--- src/rtl/sams_pkg.sv ---
// shared types and codes of the shared-array multi-stack
`default_nettype none
package sams_pkg;

   // operation codes
   localparam logic OP_PUSH = 1'b0;
   localparam logic OP_POP  = 1'b1;

   // status codes
   localparam logic [1:0] STATUS_OK        = 2'd0;
   localparam logic [1:0] STATUS_OVERFLOW  = 2'd1;
   localparam logic [1:0] STATUS_UNDERFLOW = 2'd2;

   // stack ids that the request word can carry
   localparam int STACK_IDS = 4;

   // request word
   typedef struct packed {
      logic               op;
      logic [1:0]         stack_id;
      logic signed [31:0] value;
   } req_word_type;

   // response word
   typedef struct packed {
      logic signed [31:0] popped_value;
      logic [1:0]         status;
   } rsp_word_type;

endpackage
`default_nettype wire

--- src/rtl/sams_slot_ram.sv ---
// single-port-write, single-port-read slot memory with registered read data
`default_nettype none
module sams_slot_ram #(
   parameter int WIDTH     = 32,
   parameter int DEPTH     = 16,
   parameter int ADDR_BITS = 4
) (
   input  wire logic                 clock,
   input  wire logic                 wr_en,
   input  wire logic [ADDR_BITS-1:0] wr_addr,
   input  wire logic [WIDTH-1:0]     wr_data,
   input  wire logic                 rd_en,
   input  wire logic [ADDR_BITS-1:0] rd_addr,
   output logic      [WIDTH-1:0]     rd_data
);

   logic [WIDTH-1:0] mem_ff [DEPTH];
   logic [WIDTH-1:0] rd_data_ff;

   // write port
   always_ff @(posedge clock) begin
      if (wr_en) begin
         mem_ff[wr_addr] <= wr_data;
      end
   end

   // read port, registered read data
   always_ff @(posedge clock) begin
      if (rd_en) begin
         rd_data_ff <= mem_ff[rd_addr];
      end
   end

   assign rd_data = rd_data_ff;

endmodule
`default_nettype wire

--- src/rtl/shared_array_multi_stack.sv ---
// top level: stacks linked through a shared slot memory with one free list
// NUM_STACKS stacks (up to four addressable) share NUM_SLOTS slots held in two
// synchronous memories, one for data words and one for link words. A push or
// pop that finds a slot works in phases: the accept cycle reads the slot's
// link (and data for a pop) from memory, the next cycle writes the links back
// and registers the response word. A push with no free slot, a pop of an empty
// stack, or a stack id at or beyond NUM_STACKS is answered in the accept cycle
// itself. Slots never yet handed out are tracked by a fill count, so the link
// memory needs no clearing after reset and a request can be taken in the
// cycle after reset. The response sits in an output register; the next
// request is taken once the previous one has finished and that register is
// free or being drained.
`default_nettype none
module shared_array_multi_stack
   import sams_pkg::*;
#(
   parameter int NUM_SLOTS  = 16,
   parameter int NUM_STACKS = 4,
   parameter int DATA_BITS  = 32
) (
   input  wire logic         clock,
   input  wire logic         reset,
   input  wire logic         req_valid,
   output logic              req_stall,
   input  wire req_word_type req_word,
   output logic              rsp_valid,
   input  wire logic         rsp_stall,
   output rsp_word_type      rsp_word
);

   localparam int LINK_BITS    = $clog2(NUM_SLOTS + 1);
   localparam int SLOT_BITS    = $clog2(NUM_SLOTS);
   localparam int TOP_DEPTH    = (NUM_STACKS < STACK_IDS) ? NUM_STACKS : STACK_IDS;
   localparam int TOP_IDX_BITS = (TOP_DEPTH > 1) ? $clog2(TOP_DEPTH) : 1;
   localparam logic [LINK_BITS-1:0] LINK_NULL = LINK_BITS'(NUM_SLOTS);

   localparam logic PH_IDLE = 1'b0;
   localparam logic PH_EXEC = 1'b1;

   // control and state registers
   logic                    phase_ff, phase_in;
   logic [LINK_BITS-1:0]    free_head_ff, free_head_in;
   logic [LINK_BITS-1:0]    fill_ff, fill_in;
   logic [LINK_BITS-1:0]    top_ff [TOP_DEPTH];
   logic [LINK_BITS-1:0]    top_in [TOP_DEPTH];
   logic                    rsp_valid_ff, rsp_valid_in;
   rsp_word_type            rsp_ff, rsp_in;

   // operation held between the read and write-back cycles
   logic                    op_ff, op_in;
   logic [TOP_IDX_BITS-1:0] idx_ff, idx_in;
   logic [SLOT_BITS-1:0]    slot_ff, slot_in;
   logic [DATA_BITS-1:0]    value_ff, value_in;

   // memory ports
   logic                    link_wr_en;
   logic [LINK_BITS-1:0]    link_wr_data;
   logic [LINK_BITS-1:0]    link_rd_data;
   logic                    data_wr_en;
   logic [DATA_BITS-1:0]    data_rd_data;
   logic                    mem_rd_en;
   logic [SLOT_BITS-1:0]    mem_rd_addr;

   // accept-cycle decode
   logic                    req_fire;
   logic                    sid_ok;
   logic [TOP_IDX_BITS-1:0] req_idx;
   logic [LINK_BITS-1:0]    top_sel;
   logic [LINK_BITS-1:0]    slot_cand;
   logic                    slot_found;

   // write-back decode
   logic [LINK_BITS-1:0]    slot_ext;
   logic [LINK_BITS-1:0]    link_next;
   logic signed [DATA_BITS-1:0] data_signed;

   sams_slot_ram #(
      .WIDTH     (LINK_BITS),
      .DEPTH     (NUM_SLOTS),
      .ADDR_BITS (SLOT_BITS)
   ) u_link_ram (
      .clock   (clock),
      .wr_en   (link_wr_en),
      .wr_addr (slot_ff),
      .wr_data (link_wr_data),
      .rd_en   (mem_rd_en),
      .rd_addr (mem_rd_addr),
      .rd_data (link_rd_data)
   );

   sams_slot_ram #(
      .WIDTH     (DATA_BITS),
      .DEPTH     (NUM_SLOTS),
      .ADDR_BITS (SLOT_BITS)
   ) u_data_ram (
      .clock   (clock),
      .wr_en   (data_wr_en),
      .wr_addr (slot_ff),
      .wr_data (value_ff),
      .rd_en   (mem_rd_en),
      .rd_addr (mem_rd_addr),
      .rd_data (data_rd_data)
   );

   // handshake
   assign req_stall = (phase_ff == PH_EXEC) || (rsp_valid_ff && rsp_stall);
   assign req_fire  = req_valid && !req_stall;
   assign rsp_valid = rsp_valid_ff;
   assign rsp_word  = rsp_ff;

   // pick the slot the request works on
   always_comb begin
      sid_ok  = int'(req_word.stack_id) < TOP_DEPTH;
      req_idx = req_word.stack_id[TOP_IDX_BITS-1:0];
      top_sel = sid_ok ? top_ff[req_idx] : LINK_NULL;
      if (req_word.op == OP_PUSH) begin
         slot_cand  = free_head_ff;
         slot_found = sid_ok && (free_head_ff != LINK_NULL);
      end else begin
         slot_cand  = top_sel;
         slot_found = top_sel != LINK_NULL;
      end
      mem_rd_en   = req_fire && slot_found;
      mem_rd_addr = slot_cand[SLOT_BITS-1:0];
   end

   // link of the slot; untouched slots chain to the next index
   always_comb begin
      slot_ext    = LINK_BITS'(slot_ff);
      link_next   = (slot_ext >= fill_ff) ? LINK_BITS'(slot_ext + 1'b1) : link_rd_data;
      data_signed = data_rd_data;
   end

   // write-back memory ports
   always_comb begin
      link_wr_en   = (phase_ff == PH_EXEC);
      data_wr_en   = (phase_ff == PH_EXEC) && (op_ff == OP_PUSH);
      link_wr_data = (op_ff == OP_PUSH) ? top_ff[idx_ff] : free_head_ff;
   end

   // next state
   always_comb begin
      phase_in     = phase_ff;
      free_head_in = free_head_ff;
      fill_in      = fill_ff;
      top_in       = top_ff;
      rsp_valid_in = rsp_valid_ff && rsp_stall;
      rsp_in       = rsp_ff;
      op_in        = op_ff;
      idx_in       = idx_ff;
      slot_in      = slot_ff;
      value_in     = value_ff;
      unique case (phase_ff)
         PH_IDLE: begin
            if (req_fire) begin
               if (slot_found) begin
                  phase_in = PH_EXEC;
                  op_in    = req_word.op;
                  idx_in   = req_idx;
                  slot_in  = slot_cand[SLOT_BITS-1:0];
                  value_in = DATA_BITS'(req_word.value);
               end else begin
                  rsp_valid_in = 1'b1;
                  if (req_word.op == OP_PUSH) begin
                     rsp_in.popped_value = '0;
                     rsp_in.status       = STATUS_OVERFLOW;
                  end else begin
                     rsp_in.popped_value = '1;
                     rsp_in.status       = STATUS_UNDERFLOW;
                  end
               end
            end
         end
         PH_EXEC: begin
            phase_in     = PH_IDLE;
            rsp_valid_in = 1'b1;
            rsp_in.status = STATUS_OK;
            if (op_ff == OP_PUSH) begin
               free_head_in        = link_next;
               top_in[idx_ff]      = slot_ext;
               rsp_in.popped_value = '0;
               if (slot_ext == fill_ff) begin
                  fill_in = LINK_BITS'(fill_ff + 1'b1);
               end
            end else begin
               top_in[idx_ff]      = link_next;
               free_head_in        = slot_ext;
               rsp_in.popped_value = 32'(data_signed);
            end
         end
         default: begin
            phase_in = PH_IDLE;
         end
      endcase
   end

   // control registers
   always_ff @(posedge clock) begin
      if (reset) begin
         phase_ff     <= PH_IDLE;
         free_head_ff <= '0;
         fill_ff      <= '0;
         rsp_valid_ff <= 1'b0;
         for (int i = 0; i < TOP_DEPTH; i++) begin
            top_ff[i] <= LINK_NULL;
         end
      end else begin
         phase_ff     <= phase_in;
         free_head_ff <= free_head_in;
         fill_ff      <= fill_in;
         rsp_valid_ff <= rsp_valid_in;
         top_ff       <= top_in;
      end
   end

   // payload registers
   always_ff @(posedge clock) begin
      rsp_ff   <= rsp_in;
      op_ff    <= op_in;
      idx_ff   <= idx_in;
      slot_ff  <= slot_in;
      value_ff <= value_in;
   end

endmodule
`default_nettype wire
--- config.mk ---
export PLATFORM = sky130hd
export DESIGN_NAME = shared_array_multi_stack
export DESIGN_NICKNAME = d
export VERILOG_FILES = /design/src/rtl/sams_pkg.sv /design/src/rtl/sams_slot_ram.sv /design/src/rtl/shared_array_multi_stack.sv
export SDC_FILE = /design/constraint.sdc
export NUM_CORES = 1
export LEC_CHECK = 0
export ABC_CLOCK_PERIOD_IN_PS = 7250
export BUFFER_PORTS_ARGS = -buffer_cell sky130_fd_sc_hd__buf_2
export CORE_ASPECT_RATIO = 1.1
export CORE_MARGIN = 2
export CORE_UTILIZATION = 35
export DETAILED_ROUTE_END_ITERATION = 10
export PLACE_DENSITY = 0.58
export SLEW_MARGIN = 20
export SYNTH_ARGS = -nofsm -noshare
export SYNTH_HDL_FRONTEND = slang
export SYNTH_SLANG_ARGS = --single-unit
export TNS_END_PERCENT = 30
--- constraint.sdc ---
create_clock -name clock -period 7.25 [get_ports clock]
set_clock_uncertainty 0.15 [all_clocks]
set_input_delay 0.3625 -clock clock [delete_from_list [all_inputs] [get_ports clock]]
set_output_delay 0.3625 -clock clock [all_outputs]
set_load 0.01 [all_outputs]
# ---- Word-level counts from Yosys, hierarchy flattened
# Memory sizes are Yosys's and may differ from the RTL's. A register that Yosys moved wholly into a read port is not among the register bits.
# Index checks and enable logic that the tools add are counted.
# Widths: inputs -> output; s select.
dict set report word_totals {
  ff_bits 105
  mem_count 2
  elab_cells 72
  mem_bits_rw 592
}
# name depth width rd rd_ports_with_merged_regs write_ports line_no
set memory_table {}
lappend memory_table {u_data_ram.mem_ff 16 32 1 1 1 sams_slot_ram.sv:17} ;# logic [WIDTH-1:0] mem_ff [DEPTH];
lappend memory_table {u_link_ram.mem_ff 16 5 1 1 1 sams_slot_ram.sv:17}
dict set report classes {
  bitwise_logic 4
  n_mux 31
  n_lt_le_gt_ge 4
  n_eq_ne 5
  n_addsub 2
  reduce_logical 10
}
# cell count
set op_table {}
lappend op_table {{$mux 34} 3}
lappend op_table {{$pmux 34 s2} 1}
lappend op_table {{$bwmux 20} 2}
lappend op_table {{$mux 5} 8}
lappend op_table {{$mux 32} 1}
lappend op_table {{$bmux 5 s2} 2}
lappend op_table {{$mux 20} 1}
lappend op_table {{$demux 5 s2} 1}
lappend op_table {{$ne 5x5->1 const B} 2}
lappend op_table {{$mux 1} 9}
lappend op_table {{$ge 3x3->1 const B} 2}
lappend op_table {{$not 2->3} 2}
lappend op_table {{$reduce_and 3->1} 2}
lappend op_table {{$add 4x1->5 const B} 1}
lappend op_table {{$add 5x1->5 const B} 1}
lappend op_table {{$eq 4x5->1} 1}
lappend op_table {{$ge 4x5->1} 1}
lappend op_table {{$logic_and 1x1->1} 5}
lappend op_table {{$mux 4} 1}
lappend op_table {{$ne 2x2->1 const B} 2}
lappend op_table {{$pmux 1 s2} 2}
lappend op_table {{$lt 3x1->1 const B} 1}
lappend op_table {{$not 1->1} 2}
lappend op_table {{$reduce_and 2->1} 1}
lappend op_table {{other kinds (2)} 2}

# ---- Depth between registers and ports, before layout
# Gate-level depths: netlist of run 1.
dict set report depth {
  ltp_word 9
  depth_mapped 9
  mapped_depth_nobuf 8
}

# ---- Hierarchy
# Synthesis of run 1 repeated with hierarchy kept, for this count alone.
dict set report unflattened {
  cells_unflattened 1345
  hier_area_um2 27926.8
}
# module cells_per_inst area_per_inst_um2 n_inst seq_area_each_um2
set modules_own_cells {}
lappend modules_own_cells {{sams_slot_ram at u_data_ram} 838 20155.6 1 16335.7}
lappend modules_own_cells {shared_array_multi_stack 352 4508.1 1 2832.7}
lappend modules_own_cells {{sams_slot_ram at u_link_ram} 155 3263.1 1 2552.4}

# ---- Worst setup path before layout of run 1
# Ideal clock, no wire load.
dict set report synth_timing {
  kind {input-to-reg}
  start {in req_word[32] (netlist name)}
  end {reg idx_ff[0] (enable)}
  n_path_buf 2
  required_ps 6665
  arrival_ps 3141
  cell_stages 6
  slack_ps 3523
  path_cell_list {buf_6 mux4_2 mux2_2 clkbuf_1 nor4b_2 nor2_1}
}
dict set report synth_via {
  elab_chain_len 7
}
# item line_no
set synth_lines {}
lappend synth_lines {{from (decl)} shared_array_multi_stack.sv:25} ;# input wire req_word_type req_word,
lappend synth_lines {{$not 2->3 (not written as such)} shared_array_multi_stack.sv:115} ;# top_sel = sid_ok ? top_ff[req_idx] : LINK_NULL;
lappend synth_lines {{$bmux 5 s2} shared_array_multi_stack.sv:115}
lappend synth_lines {{$mux 5 (not written as such) (2 in a row)} shared_array_multi_stack.sv:115}
lappend synth_lines {{$ne 5x5->1} shared_array_multi_stack.sv:121} ;# slot_found = top_sel != LINK_NULL;
lappend synth_lines {{$mux 1} shared_array_multi_stack.sv:116} ;# if (req_word.op == OP_PUSH) begin
lappend synth_lines {{$reduce_and 3->1 (no line)} n/a}
lappend synth_lines {{to (signal assigned)} shared_array_multi_stack.sv:220} ;# idx_ff <= idx_in;
lappend synth_lines {{to (decl)} shared_array_multi_stack.sv:51} ;# logic [TOP_IDX_BITS-1:0] idx_ff, idx_in;
# Every way passes these cells. The select of a mux whose other input is x is not followed.
# A chain may end at the register's enable or synchronous reset.

# ---- Worst setup path after layout of run 1
dict set report layout_timing {
  start {in req_word[32] (netlist name)}
  end {reg rsp_ff, in the netlist rsp_word[15] (enable)}
}
dict set report layout_via {
  elab_chain_len 8
}
# item line_no
set layout_lines {}
lappend layout_lines {{$not 2->3 (not written as such)} shared_array_multi_stack.sv:115}
lappend layout_lines {{$bmux 5 s2} shared_array_multi_stack.sv:115}
lappend layout_lines {{$mux 5 (not written as such) (2 in a row)} shared_array_multi_stack.sv:115}
lappend layout_lines {{$ne 5x5->1} shared_array_multi_stack.sv:121}
lappend layout_lines {{$mux 1} shared_array_multi_stack.sv:116}
lappend layout_lines {{$ne 2x2->1 (no line)} n/a}
lappend layout_lines {{$reduce_and 2->1 (no line)} n/a}
lappend layout_lines {{to (signal assigned)} shared_array_multi_stack.sv:218} ;# rsp_ff <= rsp_in;
lappend layout_lines {{to (decl)} shared_array_multi_stack.sv:47} ;# rsp_word_type rsp_ff, rsp_in;
# Every way passes these cells. The select of a mux whose other input is x is not followed.

==> results.sh, run 1 <==
export IMPL_ios=75
export IMPL_wl_per_cell_um=24.5
export IMPL_seq_area_frac_synth_pct=77.9
export IMPL_crit_type="in2reg"
export IMPL_rsz0062_at_grt="false"
export IMPL_clock_fmax_mhz=234
export IMPL_root_buffer="clkbuf_16"
export IMPL_fin_nets=1521
export IMPL_syn_area_um2=27900
export IMPL_cap_viol_max_count=0
export IMPL_n_antenna_cell=0
export IMPL_yosys_register_bits=734
export IMPL_num_rows=108
export IMPL_netlist_top_cells_area="edfxtp_1 76%, mux4_2 13%, dfxtp_1 2.3%, a22oi_1 2.0%, a21o_1 0.94%"
export IMPL_syn_num_nets=1376
export IMPL_syn2layout_area_growth_pct=16.2
export IMPL_relSlewSlack_pct=34.5
export IMPL_rrSetupSlack_ns=3.23
export IMPL_dp_cells=2402
export IMPL_start_util_pct=35.3
export IMPL_hold_class="in2reg"
export IMPL_grt_first_pass_wirelength_um=93300
export IMPL_htreeDepth=3
export IMPL_synth_top_area_share_pct=75.6
export IMPL_vias=13470
export IMPL_cts_sinks=734
export IMPL_synthFlopType="edfxtp_1"
export IMPL_cts_made_buffers=78
export IMPL_async_flop_share_pct=0
export IMPL_synth_edff_count=702
export IMPL_routed_wl_um=63200
export IMPL_dieArea_um2=81900
export IMPL_drt_iter0_drc=1265
export IMPL_path_clk_slew_ns=0.06
export IMPL_stdcell_count=2577
export IMPL_grt_max_degree=79
export IMPL_power_leakage_uw=0.0102
export IMPL_ys_top_cells_by_count="702 x edfxtp_1, 158 x mux4_2, 74 x a22oi_1, 63 x nand2_1, 53 x clkbuf_1"
export IMPL_finalMaxSlewViolations=0
export IMPL_tightestPinTransition_ns=0.983
export IMPL_dpl_hpwl_um=31500
export IMPL_critPathMaxFanout=38
export IMPL_grt_usage_pct=15.6
export IMPL_required_ns=7.38
export IMPL_ant_nets=0
export IMPL_peakVddDrop_mv=0.153
export IMPL_nFillCells=7020
export IMPL_grt_antenna_before_repair=0
export IMPL_syn_area_per_cell_um2=21.0
export IMPL_core_um2=78900
export IMPL_p_total_uw=9100
export IMPL_ys_types=46
export IMPL_synth_warnings=0
export IMPL_drive_gt1_share_pct=26.1
export IMPL_final_hold_viol_count=0
export IMPL_clock_path_buffers=3
export IMPL_finalSetupViolations=0
export IMPL_post_route_drc_count=0
export IMPL_viasPerCell=5.23
export IMPL_period_share_pct=58.9
export IMPL_overflow=0
export IMPL_die_x_um=273
export IMPL_fin_tns_setup_ns=0
export IMPL_yosysMostFrequentCell="edfxtp_1"
export IMPL_arrival_ns=4.40
export IMPL_grt_pass1_vias=13976
export IMPL_portBuffers=74
export IMPL_firstDrtPassIters=5
export IMPL_gp_congestion=0.773
export IMPL_clk_latency_ns=0.61
export IMPL_worstSetupEndpointType="register"
export IMPL_cellPowerDensity_nw_per_um2=281
export IMPL_die_height_um=300
export IMPL_start_kind="primary input"
export IMPL_synth_top_area_cell="edfxtp_1"
export IMPL_synth_cells=1328
export IMPL_outcome="completed"
export IMPL_cts_tree="built"
export IMPL_layout_min_cycle_time_ns=4.27
[power breakdown]
part	leakage, uW	internal [uW]	switching, uW
Sequential	0.00663	4780	98.4
Clock	0.00117	2190	1580
Combinational	0.00240	180	271
[registers in the layout, summed over array words and instances (netlist names), 2 cells and up]
signal	cells
idx_ff	2
fill_ff	5
free_head_ff	5
u_link_ram.rd_data	5
value_ff	32
u_data_ram.mem_ff	512
u_link_ram.mem_ff	80
rsp_word	34
u_data_ram.rd_data	32
top_ff	20
slot_ff	4
[metrics by stage]
| step | hold slack (ns) | utilization, % | instance area [um2] | worst slack, ns |
|---|---|---|---|---|
| global placement | 0.326 | 37.5 | 29600 | 2.92 |
| finish | 0.0963 | 41.0 | 32400 | 2.98 |
| CTS | 0.0374 | 41.0 | 32400 | 2.98 |
| global route | 0.0998 | 41.0 | 32400 | 2.76 |
| detailed placement | 0.335 | 37.5 | 29600 | 2.89 |
| floorplan | 0.301 | - | 27900 | 3.52 |
[area by class of cell]
cell class	instances	area, um2	share of cell area, %
clock inverter	37	298	0.919
clock buffer	102	2110	6.50
sequential	734	21700	67.1
multi-input combinational	514	5970	18.4
tap	1045	1310	4.04
timing repair buffer	137	955	2.95
inverter	8	30.0	0.0927
[layer usage]
metal,share of wire (%),track usage [%]
met2,49,25.7
met4,1.4,3.99
met5,0,0
met1,44,21.5
met3,5.4,2.52
[layout by cell type, fill, tap and decap left out, types with 13 or more instances in the layout]
master,instances
clkbuf_16,81
nor2_4,18
buf_4,26
a22oi_1,74
mux4_2,158
nand3b_1,16
dfxtp_1,32
nor2_1,27
clkbuf_1,21
edfxtp_1,702
nand2_1,63
buf_2,74
clkinv_2,13
dlygate4sd3_1,35
nand2b_1,13
a21o_1,34
clkinv_1,15
[what timing repair did]
action,CTS,global route
hold buffers,35,0
resized for setup,0,0
hold endpoints to repair,35,0
buffers inserted,0,0
[final timing paths]
path | from | end | cells after the start
worst min register to register | free_head_ff[4]$_SDFFE_PP0P_ | free_head_ff[4]$_SDFFE_PP0P_ | 2
worst max register to register | top_ff[8]$_SDFFE_PP0P_ | rsp_word[15]$_DFFE_PP_ | 7
worst min-delay path | reset | free_head_ff[2]$_SDFFE_PP0P_ | 2
worst max-delay path | req_word[32] | rsp_word[15]$_DFFE_PP_ | 9
[logic make-up (layout without fill, tap and decap cells)]
group                    after synthesis  after routing  share of synthesized area [%]
buffers and inverters                 80            284                           1.41
AO/OA/AOI/OAI                        165            165                           4.20
adder cells (fa/ha/maj)                9              9                          0.404
multiplexers                         164            164                           13.0
XOR/XNOR                               4              4                          0.126
AND/OR/NAND/NOR                      172            172                           2.94
flip-flops                           734            734                           77.9
[worst max-delay path, stage by stage]
cell	delay, ns
dlygate4sd3_1	0.52
buf_2	0.23
mux4_2	0.60
nor2_1	0.13
a21o_2	0.13
buf_4	0.57
nor4b_2	0.72
a31o_2	0.65
buf_4	0.42
(Power assumes the default switching activity.)
==> run 2: changes to the inputs <==
--- a/config.mk
+++ b/config.mk
@@ -5,7 +5,7 @@
 export SDC_FILE = /design/constraint.sdc
 export NUM_CORES = 1
 export LEC_CHECK = 0
-export ABC_CLOCK_PERIOD_IN_PS = 7250
+export ABC_CLOCK_PERIOD_IN_PS = 4300
 export BUFFER_PORTS_ARGS = -buffer_cell sky130_fd_sc_hd__buf_2
 export CORE_ASPECT_RATIO = 1.1
 export CORE_MARGIN = 2
==> constraint.sdc (replaced) <==
create_clock -name clock -period 4.3 [get_ports clock]
set_clock_uncertainty 0.15 [all_clocks]
set_input_delay 0.215 -clock clock [delete_from_list [all_inputs] [get_ports clock]]
set_output_delay 0.215 -clock clock [all_outputs]
set_load 0.01 [all_outputs]
==> run 2 against run 1 <==
  * First-iteration DRC count rose by 11%
  * Flip-flop and latch count did not move
  * Highest routed layer unchanged
  * Clock-buffer cell count fell by 5
  * Largest power group unchanged
  * Via count rose by 1.3%
  * Total power rose by 70%
  * Clock power rose by 71%
  * Combinational power rose by 78%
  * Non-clock buffer count rose by 17
  * Setup slack got worse by 2.2 ns
  * Die area did not move
  * Largest cell class unchanged
==> results.sh, run 2 (synthesized netlist as in run 1, its figures left out) <==
export IMPL_worstSetupEndpointType="register"
export IMPL_drt_iter0_drc=1402
export IMPL_ant_nets=0
export IMPL_drive_gt1_share_pct=26.8
export IMPL_path_clk_slew_ns=0.06
export IMPL_clock_path_buffers=3
export IMPL_p_clk_share_pct=41.7
export IMPL_final_cell_mix="702 x edfxtp_1, 158 x mux4_2, 80 x clkbuf_16, 74 x a22oi_1, 74 x buf_2"
export IMPL_p_sw_share_pct=21.4
export IMPL_dp_cells=2415
export IMPL_stdcell_count=2594
export IMPL_firstDrtPassIters=5
export IMPL_p_total_uw=15500
export IMPL_period_share_pct=80.7
export IMPL_grt_pass1_vias=14094
export IMPL_viasPerCell=5.26
export IMPL_final_hold_viol_count=0
export IMPL_tightestPinTransition_ns=1.12
export IMPL_start_util_pct=35.3
export IMPL_nFillCells=6899
export IMPL_dieArea_um2=81900
export IMPL_cts_made_buffers=77
export IMPL_crit_type="in2reg"
export IMPL_top_register="u_data_ram.mem_ff"
export IMPL_fin_nets=1537
export IMPL_root_buffer="clkbuf_16"
export IMPL_p_comb_share_pct=5.2
export IMPL_power_leakage_uw=0.0103
export IMPL_num_rows=108
export IMPL_clock_fmax_mhz=288
export IMPL_cts_setup_buffers=0
export IMPL_cts_tree="built"
export IMPL_finalMaxSlewViolations=0
export IMPL_peakVddDrop_mv=0.289
export IMPL_clk_latency_ns=0.61
export IMPL_cap_viol_max_count=0
export IMPL_rsz0062_at_grt="false"
export IMPL_dpl_worst_slack_ns=1.02
export IMPL_grt_first_pass_wirelength_um=95700
export IMPL_cts_sinks=734
export IMPL_grt_usage_pct=16.0
export IMPL_cellPowerDensity_nw_per_um2=474
export IMPL_portBuffers=74
export IMPL_critPathMaxFanout=84
export IMPL_htreeDepth=3
export IMPL_wl_per_cell_um=25.1
export IMPL_setup_ws_ns=0.829
export IMPL_fin_tns_setup_ns=0
export IMPL_vias=13640
export IMPL_post_route_drc_count=0
export IMPL_ios=75
export IMPL_grt_antenna_before_repair=1
export IMPL_dpl_hpwl_um=34700
export IMPL_finalSetupViolations=0
export IMPL_layout_min_cycle_time_ns=3.47
export IMPL_final_util_pct=41.3
export IMPL_syn2layout_area_growth_pct=17.0
export IMPL_internal_power_uw=12200
export IMPL_die_height_um=300
export IMPL_required_ns=4.70
export IMPL_switching_power_uw=3320
export IMPL_p_seq_share_pct=53.1
export IMPL_grt_max_degree=85
export IMPL_routed_wl_um=65200
export IMPL_outcome="completed"
export IMPL_die_x_um=273
export IMPL_relSlewSlack_pct=25.1
export IMPL_arrival_ns=3.87
export IMPL_largest_reg_flops=512
export IMPL_gp_congestion=0.790
export IMPL_start_kind="primary input"
export IMPL_layout_commonest_cell="edfxtp_1"
export IMPL_hold_class="in2reg"
export IMPL_overflow=0
export IMPL_core_um2=78900
run 2: cell types whose count changed in the layout (fill, tap and decap cells not counted), sizes merged:
cell         previous run  this run
clkbuf                102        97
inv                     9        10
bufinv                  4         6
buf                   102       114
clkinvlp                2         4
clkinv                 30        29
dlygate4sd3            35        40
diode                   0         1
run 2: metrics by stage:
stage          hold WS [ns]  instance area, um2
2_1_floorplan         0.164               27900
3_3_place_gp          0.242               29800
3_5_place_dp          0.243               29800
4_1_cts               0.119               32600
5_1_grt               0.134               32600
6_report              0.157               32600
run 2: power groups by stage:
stage          combinational (uW)  clock (uW)  sequential, uW
6_report                      802        6450            8220
5_1_grt                       872        6880            8240
4_1_cts                       819        6610            8220
3_5_place_dp                  786           0            8370
3_3_place_gp                  781           0            8360
2_1_floorplan                 475           0            8310
run 2: final cells by class:
cell class	instances	area, um2	share of cell area, %
well taps	1045	1310	4.01
flip-flops and latches	734	21700	66.6
multi-input cells	514	5970	18.3
repair buffers	154	1150	3.51
clock buffers	97	2070	6.33
clock inverters	41	380	1.17
diodes	1	2.50	0.00767
inverters	8	30.0	0.0920
run 2: layer usage:
layer / vias to the layer above / GRT usage, % / share of wire (%)
met3: 108 / 2.80 / 5.6
met2: 439 / 25.8 / 48
met4: 0 / 4.10 / 2.2
met5: - / 0 / 0
li1: 5831 / - / -
met1: 7262 / 22.7 / 44
run 2: final timing paths:
| check | cells after the start | endpoint | slack, ns | startpoint |
|---|---|---|---|---|
| max reg2reg | 8 | rsp_valid$_SDFF_PP0_ | 0.91 | top_ff[1]$_SDFFE_PP0P_ |
| min | 2 | value_ff[7]$_DFFE_PP_ | 0.16 | req_word[7] |
| max | 10 | rsp_valid$_SDFF_PP0_ | 0.83 | req_word[32] |
| min reg2reg | 2 | top_ff[6]$_SDFFE_PP0P_ | 0.35 | top_ff[6]$_SDFFE_PP0P_ |
run 2: critical path: stages:
cell           delay, ns
dlygate4sd3_1       0.52
buf_2               0.22
mux4_2              0.56
mux2_8              0.52
nor4b_2             0.36
buf_4               0.20
a21oi_1             0.08
dlygate4sd3_1       0.56
nor2_1              0.08
dlygate4sd3_1       0.54
run 2: repair_timing:
| action | in CTS | in global routing |
|---|---|---|
| hold buffers | 40 | 0 |
| endpoints found under the hold margin | 48 | 0 |
| resized for setup | 0 | 0 |
==> run 3: changes to the inputs <==
--- a/config.mk
+++ b/config.mk
@@ -5,7 +5,7 @@
 export SDC_FILE = /design/constraint.sdc
 export NUM_CORES = 1
 export LEC_CHECK = 0
-export ABC_CLOCK_PERIOD_IN_PS = 4300
+export ABC_CLOCK_PERIOD_IN_PS = 3500
 export BUFFER_PORTS_ARGS = -buffer_cell sky130_fd_sc_hd__buf_2
 export CORE_ASPECT_RATIO = 1.1
 export CORE_MARGIN = 2
==> constraint.sdc (replaced) <==
create_clock -name clock -period 3.5 [get_ports clock]
set_clock_uncertainty 0.15 [all_clocks]
set_input_delay 0.175 -clock clock [delete_from_list [all_inputs] [get_ports clock]]
set_output_delay 0.175 -clock clock [all_outputs]
set_load 0.01 [all_outputs]
==> run 3 against run 2 <==
  * Combinational power up 25%
  * Critical endpoint unchanged
  * Total power up 24%
  * Die area unchanged
  * Setup slack worse by 0.67 ns
  * Cell count up 0.31%
  * Largest power group unchanged
==> results.sh, run 3 (synthesized netlist as in run 1, its figures left out) <==
export IMPL_crit_type="in2reg"
export IMPL_wl_per_cell_um=24.8
export IMPL_path_buf_inv=5
export IMPL_n_antenna_cell=0
export IMPL_crit_path_max_incr_delay_ns=0.58
export IMPL_grt_pass1_vias=14078
export IMPL_critPathMaxFanout=13
export IMPL_fin_nets=1552
export IMPL_hold_class="in2reg"
export IMPL_whs_path_depth=2
export IMPL_root_buffer="clkbuf_16"
export IMPL_start_util_pct=35.3
export IMPL_cp_num_cells=10
export IMPL_tightestPinTransition_ns=0.948
export IMPL_clock_fmax_mhz=299
export IMPL_outcome="completed"
export IMPL_ios=75
export IMPL_routed_wl_um=64600
export IMPL_rsz0062_at_grt="false"
export IMPL_finalMaxSlewViolations=0
export IMPL_required_ns=3.92
export IMPL_relSlewSlack_pct=36.7
export IMPL_clk_latency_ns=0.63
export IMPL_ant_nets=0
export IMPL_firstDrtPassIters=5
export IMPL_post_route_drc_count=0
export IMPL_top_register="u_data_ram.mem_ff"
export IMPL_drive_gt1_share_pct=27.7
export IMPL_clock_path_buffers=3
export IMPL_arrival_ns=3.76
export IMPL_cts_tree="built"
export IMPL_cts_made_buffers=77
export IMPL_final_hold_viol_count=0
export IMPL_syn2layout_area_growth_pct=18.1
export IMPL_worstSetupEndpointType="register"
export IMPL_reg2reg_depth=8
export IMPL_final_cell_mix="702 x edfxtp_1, 158 x mux4_2, 78 x clkbuf_16, 74 x a22oi_1, 73 x buf_2"
export IMPL_dieArea_um2=81900
export IMPL_gp_congestion=0.758
export IMPL_peakVddDrop_mv=0.361
export IMPL_crit_slowest_cell="mux4_2"
export IMPL_die_x_um=273
export IMPL_cap_viol_max_count=0
export IMPL_final_util_pct=41.7
export IMPL_start_kind="primary input"
export IMPL_nFillCells=6899
export IMPL_cts_sinks=734
export IMPL_vias=13672
export IMPL_dpl_hpwl_um=34600
export IMPL_period_share_pct=95.5
export IMPL_viasPerCell=5.25
export IMPL_core_um2=78900
export IMPL_layout_commonest_cell="edfxtp_1"
export IMPL_crit_top_cell="dlygate4sd3_1"
export IMPL_power_leakage_uw=0.0104
export IMPL_num_rows=108
export IMPL_die_height_um=300
export IMPL_grt_usage_pct=15.4
export IMPL_cellPowerDensity_nw_per_um2=582
export IMPL_crit_family="buffers and inverters"
export IMPL_path_clk_slew_ns=0.06
export IMPL_drt_iter0_drc=1522
export IMPL_grt_antenna_before_repair=1
export IMPL_fin_tns_setup_ns=0
export IMPL_grt_max_degree=51
export IMPL_htreeDepth=3
export IMPL_layout_min_cycle_time_ns=3.34
export IMPL_overflow=0
export IMPL_path_cells="dlygate4sd3_1 > clkbuf_4 > mux4_2 > mux2_8 > nor4b_2 > buf_4 > a21oi_1 > dlygate4sd3_1 > nor2_1 > dlygate4sd3_1"
export IMPL_portBuffers=74
export IMPL_grt_first_pass_wirelength_um=92800
export IMPL_finalSetupViolations=0
export IMPL_largest_reg_flops=512
## run 3: cell count changes in the layout (fill, tap and decap cells not counted), sizes merged
cell / previous run / this run
buf: 114 / 125
clkinv: 29 / 22
mux2: 4 / 7
bufinv: 6 / 8
clkbuf: 97 / 95
clkinvlp: 4 / 5
diode: 1 / 0
inv: 10 / 11
## run 3: worst paths after layout
path | startpoint | endpoint | slack, ns
min reg2reg | top_ff[18]$_SDFFE_PP0P_ | top_ff[18]$_SDFFE_PP0P_ | 0.35
min | req_word[11] | value_ff[11]$_DFFE_PP_ | 0.11
max reg2reg | top_ff[1]$_SDFFE_PP0P_ | rsp_valid$_SDFF_PP0_ | 0.17
max | req_word[32] | rsp_valid$_SDFF_PP0_ | 0.16
## run 3: routing by layer
layer | vias up | share of wire (%) | GRT usage [%]
li1 | 5857 | - | -
met1 | 7293 | 44 | 21.7
met2 | 439 | 48 | 24.9
met3 | 83 | 6.1 | 2.93
met4 | 0 | 1.7 | 3.89
met5 | - | 0 | 0
## run 3: worst register-to-register path: cells and delay by family (launching register included)
kind | cells | cell delay (ns)
DFF | 1 | 0.32
AOI/OAI and AO/OA | 1 | 0.07
and+or+nand+nor | 2 | 0.43
muxes | 2 | 0.96
buffers and inverters | 3 | 1.33
## run 3: layout make-up
class / count / area (um2) / share of cell area (%)
Inverter: 8 / 30.0 / 0.0912
Tap cell: 1045 / 1310 / 3.97
Multi-Input combinational cell: 517 / 6010 / 18.3
Sequential cell: 734 / 21700 / 66.0
Clock buffer: 94 / 2010 / 6.11
Clock inverter: 38 / 465 / 1.41
Timing Repair Buffer: 166 / 1370 / 4.17
## run 3: report_power, final
| part | total (uW) | internal (uW) | switching, uW |
|---|---|---|---|
| logic | 1000 | 406 | 595 |
| clock network | 8040 | 4700 | 3340 |
| registers | 10100 | 9900 | 203 |
## run 3: what timing repair did
| item | 4_1_cts | 5_1_grt |
|---|---|---|
| gates resized for setup | 0 | 1 |
| buffers inserted | 0 | 3 |
| hold endpoints to repair | 57 | 0 |
| hold buffers | 40 | 0 |
| endpoints found under the setup margin | 0 | 1 |
## run 3: through the flow
stage / total power [uW] / setup WS, ns / hold WS (ns) / area, um2 / std cells
2_1_floorplan: 10800 / 0.0383 / 0.124 / 27900 / 1328
3_3_place_gp: 11200 / 0.431 / 0.201 / 29900 / 2423
3_5_place_dp: 11300 / 0.451 / 0.203 / 29900 / 2423
4_1_cts: 19300 / 0.0738 / 0.0726 / 32800 / 2595
5_1_grt: 19800 / 0.0329 / 0.0923 / 32900 / 2602
6_report: 19200 / 0.159 / 0.110 / 32900 / 2602
